## config.mk

```make
export PLATFORM = sky130hd
export DESIGN_NAME = gcdist_deg2turn
export DESIGN_NICKNAME = d
export VERILOG_FILES = /design/src/hdl/gcdist_pkg.sv /design/src/hdl/gcdist_deg2turn.sv
export SDC_FILE = /design/constraint.sdc
export NUM_CORES = 1
export LEC_CHECK = 0
export ABC_CLOCK_PERIOD_IN_PS = 8650
export BUFFER_PORTS_ARGS = -buffer_cell sky130_fd_sc_hd__buf_2
export CELL_PAD_IN_SITES_DETAIL_PLACEMENT = 1
export CELL_PAD_IN_SITES_GLOBAL_PLACEMENT = 1
export CORE_AREA = 3 3 299 154
export CTS_CLUSTER_SIZE = 30
export DETAILED_ROUTE_END_ITERATION = 10
export DIE_AREA = 0 0 302 157
export PLACE_DENSITY_LB_ADDON = 0.1
export SYNTH_ARGS = -nofsm -noshare
export SYNTH_HDL_FRONTEND = slang
export SYNTH_SLANG_ARGS = --single-unit
```

## constraint.sdc

```tcl
create_clock -name clk_i -period 8.65 [get_ports clk_i]
set_input_delay 2.1625 -clock clk_i [delete_from_list [all_inputs] [get_ports clk_i]]
set_output_delay 2.1625 -clock clk_i [all_outputs]
set_load 0.05 [all_outputs]
```

## src/hdl/gcdist_pkg.sv

```systemverilog
// shared constants, widths and the arctangent table for the great circle distance unit
package gcdist_pkg;

  localparam int unsigned ANGLE_FRAC_BITS_DEF = 16;
  localparam int unsigned CORDIC_STEPS_DEF    = 24;

  localparam int unsigned LAT_W    = 24;
  localparam int unsigned LON_W    = 25;
  localparam int unsigned DEG_W    = 26;
  localparam int unsigned RADIUS_W = 24;
  localparam int unsigned DIST_W   = 26;
  localparam int unsigned ANG_W    = 32;
  localparam int unsigned Q_W      = 33;
  localparam int unsigned THETA_W  = 32;

  localparam logic signed [Q_W-1:0]   INV_GAIN     = 33'sd652032875;
  localparam logic [30:0]             TWO_PI_Q28   = 31'd1686629713;
  localparam logic [RADIUS_W-1:0]     RADIUS_RESET = 24'd6371010;

  // arctangent of 2^-i in binary turns, 2^32 per full turn
  function automatic logic [29:0] atan_turn(input int unsigned i);
    logic [29:0] v;
    case (i)
      0:  v = 30'd536870912;
      1:  v = 30'd316933406;
      2:  v = 30'd167458907;
      3:  v = 30'd85004756;
      4:  v = 30'd42667331;
      5:  v = 30'd21354465;
      6:  v = 30'd10679838;
      7:  v = 30'd5340245;
      8:  v = 30'd2670163;
      9:  v = 30'd1335087;
      10: v = 30'd667544;
      11: v = 30'd333772;
      12: v = 30'd166886;
      13: v = 30'd83443;
      14: v = 30'd41722;
      15: v = 30'd20861;
      16: v = 30'd10430;
      17: v = 30'd5215;
      18: v = 30'd2608;
      19: v = 30'd1304;
      20: v = 30'd652;
      21: v = 30'd326;
      22: v = 30'd163;
      23: v = 30'd81;
      24: v = 30'd41;
      25: v = 30'd20;
      26: v = 30'd10;
      27: v = 30'd5;
      28: v = 30'd3;
      29: v = 30'd1;
      30: v = 30'd1;
      default: v = 30'd0;
    endcase
    return v;
  endfunction

endpackage

```

## src/hdl/gcdist_deg2turn.sv

```systemverilog
// fixed-point degrees to binary turns, pipelined reciprocal division by 360
module gcdist_deg2turn import gcdist_pkg::*; #(
  parameter int unsigned ANGLE_FRAC_BITS = ANGLE_FRAC_BITS_DEF
) (
  input  logic                    clk_i,
  input  logic                    rst_ni,
  input  logic                    en_i,
  input  logic                    vld_i,
  input  logic signed [DEG_W-1:0] deg_i,
  output logic                    vld_o,
  output logic signed [ANG_W-1:0] ang_o
);

  localparam int unsigned SH    = ANG_W - ANGLE_FRAC_BITS;
  localparam int unsigned MAG_W = DEG_W - 1;
  localparam int unsigned K1    = MAG_W + 9;
  localparam int unsigned M1_W  = 26;
  localparam int unsigned P1_W  = MAG_W + M1_W;
  localparam int unsigned A_W   = P1_W - K1;
  localparam int unsigned M2_W  = SH + 10;
  localparam int unsigned P2_W  = SH + 19;
  localparam int unsigned W5    = 2 * SH + 20;
  localparam logic [M1_W-1:0] M1 = M1_W'(((64'd1 << K1) + 64'd359) / 64'd360);
  localparam logic [63:0] M2_FULL = ((64'd1 << (SH + 18)) + 64'd359) / 64'd360;
  localparam logic [M2_W-1:0] M2 = M2_W'(M2_FULL);
  localparam logic [W5-1:0] C180 = W5'(64'd180 * M2_FULL);

  logic [4:0] vld_q;

  logic signed [DEG_W-1:0] neg_deg;
  logic [MAG_W-1:0] mag_d, mag1_q, mag2_q, r_full;
  logic neg1_q, neg2_q, neg3_q, neg4_q;
  logic [P1_W-1:0] prod1_q;
  logic [A_W-1:0] a_w, a3_q, a4_q;
  logic [8:0] r3_q;
  logic [P2_W-1:0] prod2_q;
  logic [W5-1:0] sum5;
  logic [SH-1:0] q2;
  logic [A_W+SH+ANG_W-1:0] tpad;
  logic [ANG_W-1:0] t;
  logic signed [ANG_W-1:0] ang_q;

  assign neg_deg = -deg_i;
  assign mag_d   = deg_i[DEG_W-1] ? neg_deg[MAG_W-1:0] : deg_i[MAG_W-1:0];
  assign a_w     = prod1_q[P1_W-1:K1];
  assign r_full  = mag2_q - MAG_W'(a_w) * MAG_W'(360);
  assign sum5    = W5'({prod2_q, {SH{1'b0}}}) + C180;
  assign q2      = sum5[SH+18 +: SH];
  assign tpad    = {{ANG_W{1'b0}}, a4_q, q2};
  assign t       = tpad[ANG_W-1:0];

  always_ff @(posedge clk_i or negedge rst_ni) begin
    if (!rst_ni) begin
      vld_q <= '0;
    end else if (en_i) begin
      vld_q <= {vld_q[3:0], vld_i};
    end
  end

  always_ff @(posedge clk_i) begin
    if (en_i) begin
      mag1_q  <= mag_d;
      neg1_q  <= deg_i[DEG_W-1];
      prod1_q <= mag1_q * M1;
      mag2_q  <= mag1_q;
      neg2_q  <= neg1_q;
      a3_q    <= a_w;
      r3_q    <= r_full[8:0];
      neg3_q  <= neg2_q;
      prod2_q <= r3_q * M2;
      a4_q    <= a3_q;
      neg4_q  <= neg3_q;
      ang_q   <= neg4_q ? $signed(-t) : $signed(t);
    end
  end

  assign vld_o = vld_q[4];
  assign ang_o = ang_q;

endmodule

```

Word-level counts from Yosys, hierarchy flattened --
Index checks and enable logic that the tools add are counted.
Storage, ports and cells: flip-flop bits (word level) 201, bits of input ports 30, output and inout bits 33, word-level logic and storage cells 22
Operators by class: add/subtract/negate cells 4, multipliers 3, mux-type cells 2
Operators with widths (count):
- 25-bit by 26-bit multiplier with 51-bit output (second input constant) | 1
- 50-bit by 34-bit adder with 50-bit output (second input constant) | 1
- 9-bit by 26-bit multiplier with 34-bit output (second input constant) | 1
- 32-bit two-way mux | 1
- 32-bit negator | 1
- 25-bit two-way mux | 1
- 25-bit negator | 1
- 17-bit by 6-bit multiplier with 6-bit output (second input constant) | 1
- 9-bit subtractor | 1

Longest topological paths before layout --
depth in word-level cells 3, depth in mapped cells 24, mapped depth without buffers 24

Least setup slack after synthesis --
No wires, ideal clock.
path type register to register, from register mag1_q[10], to register prod1_q[44], data pin, library setup time 0.274 ns, data arrival time 5.962 ns, required time 8.376 ns, setup slack 2.414 ns, stages on the path, launching flop included 20, path buffers 0, period minus slack after synthesis 6.236 ns, cells stage by stage edfxtp_1 ha_1 fa_1 inv_1 fa_1 fa_1 inv_1 fa_1 fa_1 inv_1 fa_1 inv_1 ha_1 nand4_1 or2_2 o311ai_0 a31oi_1 o311a_1 o41ai_1 xor2_1
On the way: word-level cells in the longest chain between the ends 1
RTL lines:
- start: declaration | RTL line gcdist_deg2turn.sv:31 | logic [MAG_W-1:0] mag_d, mag1_q, mag2_q, r_full;
- start signal: assignment | RTL line gcdist_deg2turn.sv:62 | mag1_q <= mag_d;
- 25-bit by 26-bit multiplier with 51-bit output | RTL line gcdist_deg2turn.sv:64 | prod1_q <= mag1_q * M1;
- end signal: assignment | RTL line gcdist_deg2turn.sv:64
- end: declaration | RTL line gcdist_deg2turn.sv:33 | logic [P1_W-1:0] prod1_q;
Every way passes these cells. A chain may end at the register's enable or synchronous reset.

Worst setup path in the final report --
from register mag1_q[8], to register prod1_q[43], data pin
Same word-level chain as after synthesis.

==> qor.yml <==
outcome:
  outcome: "finished, final reports clean"
logic_synthesis:
  synth_common_cells: "388 x inv_1, 304 x ha_1, 201 x fa_1, 144 x edfxtp_1, 91 x xnor2_1"
  synth-main-ff-cell: "edfxtp_1"
  ys_top_cells_by_area: "edfxtp_1 25%, fa_1 23%, ha_1 22%"
  syn_area_per_cell_um2: 10.9
  ys_seq_area_share_pct: 25.7
  synth_edf_count: 144
  syn_inst: 1588
  ys_seq_elements: 149
  synth_top_cell_area_share_pct: 24.9
  syn_area_mm2: 0.0173
  syn-num-nets: 2123
  synthArstFlopShare_pct: 3.36
  synth_cell_types: 62
  synth_most_common_cell: "inv_1"
  ys.warnings.count: 0
  synth_area_leader_cell: "edfxtp_1"
cts:
  clk_pin_slew_ps: 70
  cts_hold_buf: 0
  clockBufferDepth: 2
  numCtsBuffers: 17
  htreeDepth: 4
  cts_tree: "yes"
  cts-root-buf: "clkbuf_16"
  cts-resized-gates: 0
  clock_latency_ps: 440
  post_cts_buffers: 0
  cts_sinks: 149
grt:
  overflow: 0
  grt_first_pass_wirelength_um: 71600
  antenna_found_initial: 1
  grt_pass1_vias: 12400
  grt_max_degree: 83
  grt_usage_pct: 20.1
timing:
  rsz0062_at_grt: "false"
  finClkSkew_ps: 14.3
  fin_ws_ps: 1380
  hold_viol_final: 0
  period_share_pct: 84.1
  slew_violations: 0
  setup_viol: 0
  tns_ps: 0
  period_needed_ps: 7270
  max_slew_margin_pct: 25.8
  tightest_slew_ps: 1110
  fmax_mhz: 137
place:
  place_congestion: 0.906
  dpl-instance-area_mm2: 0.0183
  dp_slack_ps: 1450
  io_buffers: 62
  placed_cells: 2223
  hpwl_um: 39900
drt:
  drt_iter0_drc: 487
  drc: 0
  first_pass_iters: 4
  detail_route.wl_per_cell_um: 20.2
  vias_per_cell: 5.03
  wl_um: 45600
  num_vias: 11300
  postRouteAntennaNets: 0
setup_path:
  critical_path_class: "reg -> reg"
  cp.required_ps: 8830
  crit_path_max_fanout: 5
  endpoint_kind: "register"
  start_kind: "register"
  crit_arrival_ps: 7450
layout:
  fillers: 4781
  area_growth_syn_to_layout_pct: 9.26
  fin_nets: 2189
  postLayoutCellArea_mm2: 0.0189
  drive_above_1_share_pct: 7.14
  layout.cells.non_filler: 2255
  n_antenna_cell: 0
job:
  maxCapViolCount: 0
floorplanning:
  coreArea_mm2: 0.0434
  start_util_pct: 39.9
  die-area_mm2: 0.0474
  die_y_um: 157
  die_x_um: 302
  num_io_pins: 63
  num_rows: 54
worst_hold_path:
  hold_class: "reg -> reg"
[layer usage]
| metal | vias up | GRT usage [%] | part of all wire, % | wire length, µm |
|---|---|---|---|---|
| li1 | 5403 | - | - | - |
| met1 | 5793 | 27.5 | 47 | 21700 |
| met2 | 120 | 34.5 | 49 | 22400 |
| met3 | 27 | 2.41 | 2.2 | 1020 |
| met4 | 0 | 3.98 | 1.2 | 539 |
| met5 | - | 0 | 0 | 0 |
[critical path, cell delays in order, from the launching register on]
cell and delay, ps:
edfxtp_1 560, inv_1 90, ha_1 340, fa_1 500, fa_1 590, inv_1 110, fa_1 540, fa_1 470
fa_1 550, inv_1 60, fa_1 540, inv_1 50, ha_1 340, a21o_1 170, a21o_1 190, a211oi_1 360
o311ai_0 200, a31oi_1 690, o311ai_0 320, a31oi_1 260, xnor2_1 80
[flip-flops by register name, summed over array words and instances (netlist names)]
signal   flops
ang_o       32
mag1_q      25
prod2_q     17
a3_q        16
a4_q        16
prod1_q     16
mag2_q       9
r3_q         9
vld_q        5
neg1_q       1
neg2_q       1
neg3_q       1
neg4_q       1
[cell families (layout without fill, tap and decap cells)]
group                      count (synthesis)  after routing  synth area share, %
and+or+nand+nor                          191            191                 5.71
muxes                                      8              8                0.505
DFF                                      149            149                 25.7
AOI/OAI and AO/OA                        211            211                 8.23
xor gates and xnor gates                 117            117                 5.91
buffers and inverters                    407            486                 8.84
adders and majority gates                505            505                 45.1
[worst paths after layout]
check                               start          end  slack (ps)  cells past startpoint
worst min register to register   a3_q[12]     a4_q[12]         410                      0
min in group asynchronous          rst_ni     vld_q[3]        1530                      1
worst max register to register  mag1_q[8]  prod1_q[43]        1380                     20
worst min-delay path             a3_q[12]     a4_q[12]         410                      0
worst max-delay path            mag1_q[8]  prod1_q[43]        1380                     20
max in group asynchronous          rst_ni     vld_q[2]        6980                      1
[through the flow]
stage / util (%) / hold WS, ps
after global routing: 43.6 / 427
after floorplan: - / 400
final: 43.6 / 415
after detailed placement: 42.2 / 406
after global placement: 42.2 / 401
after CTS: 43.6 / 417
[cell usage in the layout, fill, tap and decap left out, drive strengths merged, types with 4 or more instances in the layout]
| cell type | Yosys | final |
|---|---|---|
| a21oi | 47 | 47 |
| xor2 | 26 | 26 |
| clkbuf | 13 | 18 |
| o211ai | 6 | 6 |
| edfxtp | 144 | 144 |
| and4 | 5 | 5 |
| nor4 | 4 | 4 |
| xnor2 | 91 | 91 |
| a21boi | 4 | 4 |
| nand2 | 62 | 62 |
| nand4 | 14 | 14 |
| nor2 | 30 | 30 |
| fa | 201 | 201 |
| o41ai | 6 | 6 |
| or2 | 4 | 4 |
| or3 | 10 | 10 |
| mux2 | 6 | 6 |
| and2 | 4 | 4 |
| o21bai | 4 | 4 |
| nand2b | 4 | 4 |
| or4 | 10 | 10 |
| nand3 | 18 | 18 |
| clkinv | 0 | 4 |
| dfrtp | 5 | 5 |
| a21o | 32 | 32 |
| a31oi | 5 | 5 |
| nor3 | 15 | 15 |
| o31ai | 17 | 17 |
| inv | 389 | 393 |
| o21ai | 46 | 46 |
| a211oi | 6 | 6 |
| o21a | 7 | 7 |
| buf | 5 | 65 |
| nor2b | 5 | 5 |
| ha | 304 | 304 |
[area by class of cell]
cell class | count | area, µm² | share of cell area [%]
Clock buffer | 18 | 429 | 2.27
Clock inverter | 14 | 174 | 0.918
Inverter | 389 | 1460 | 7.71
Multi-Input combinational cell | 1032 | 11400 | 60.0
Sequential cell | 149 | 4450 | 23.5
Tap cell | 588 | 736 | 3.88
Timing Repair Buffer | 65 | 339 | 1.79
Power is left out: the tool's default activity adds up to more than one toggle a clock period on the data nets, which glitch-free logic cannot reach.
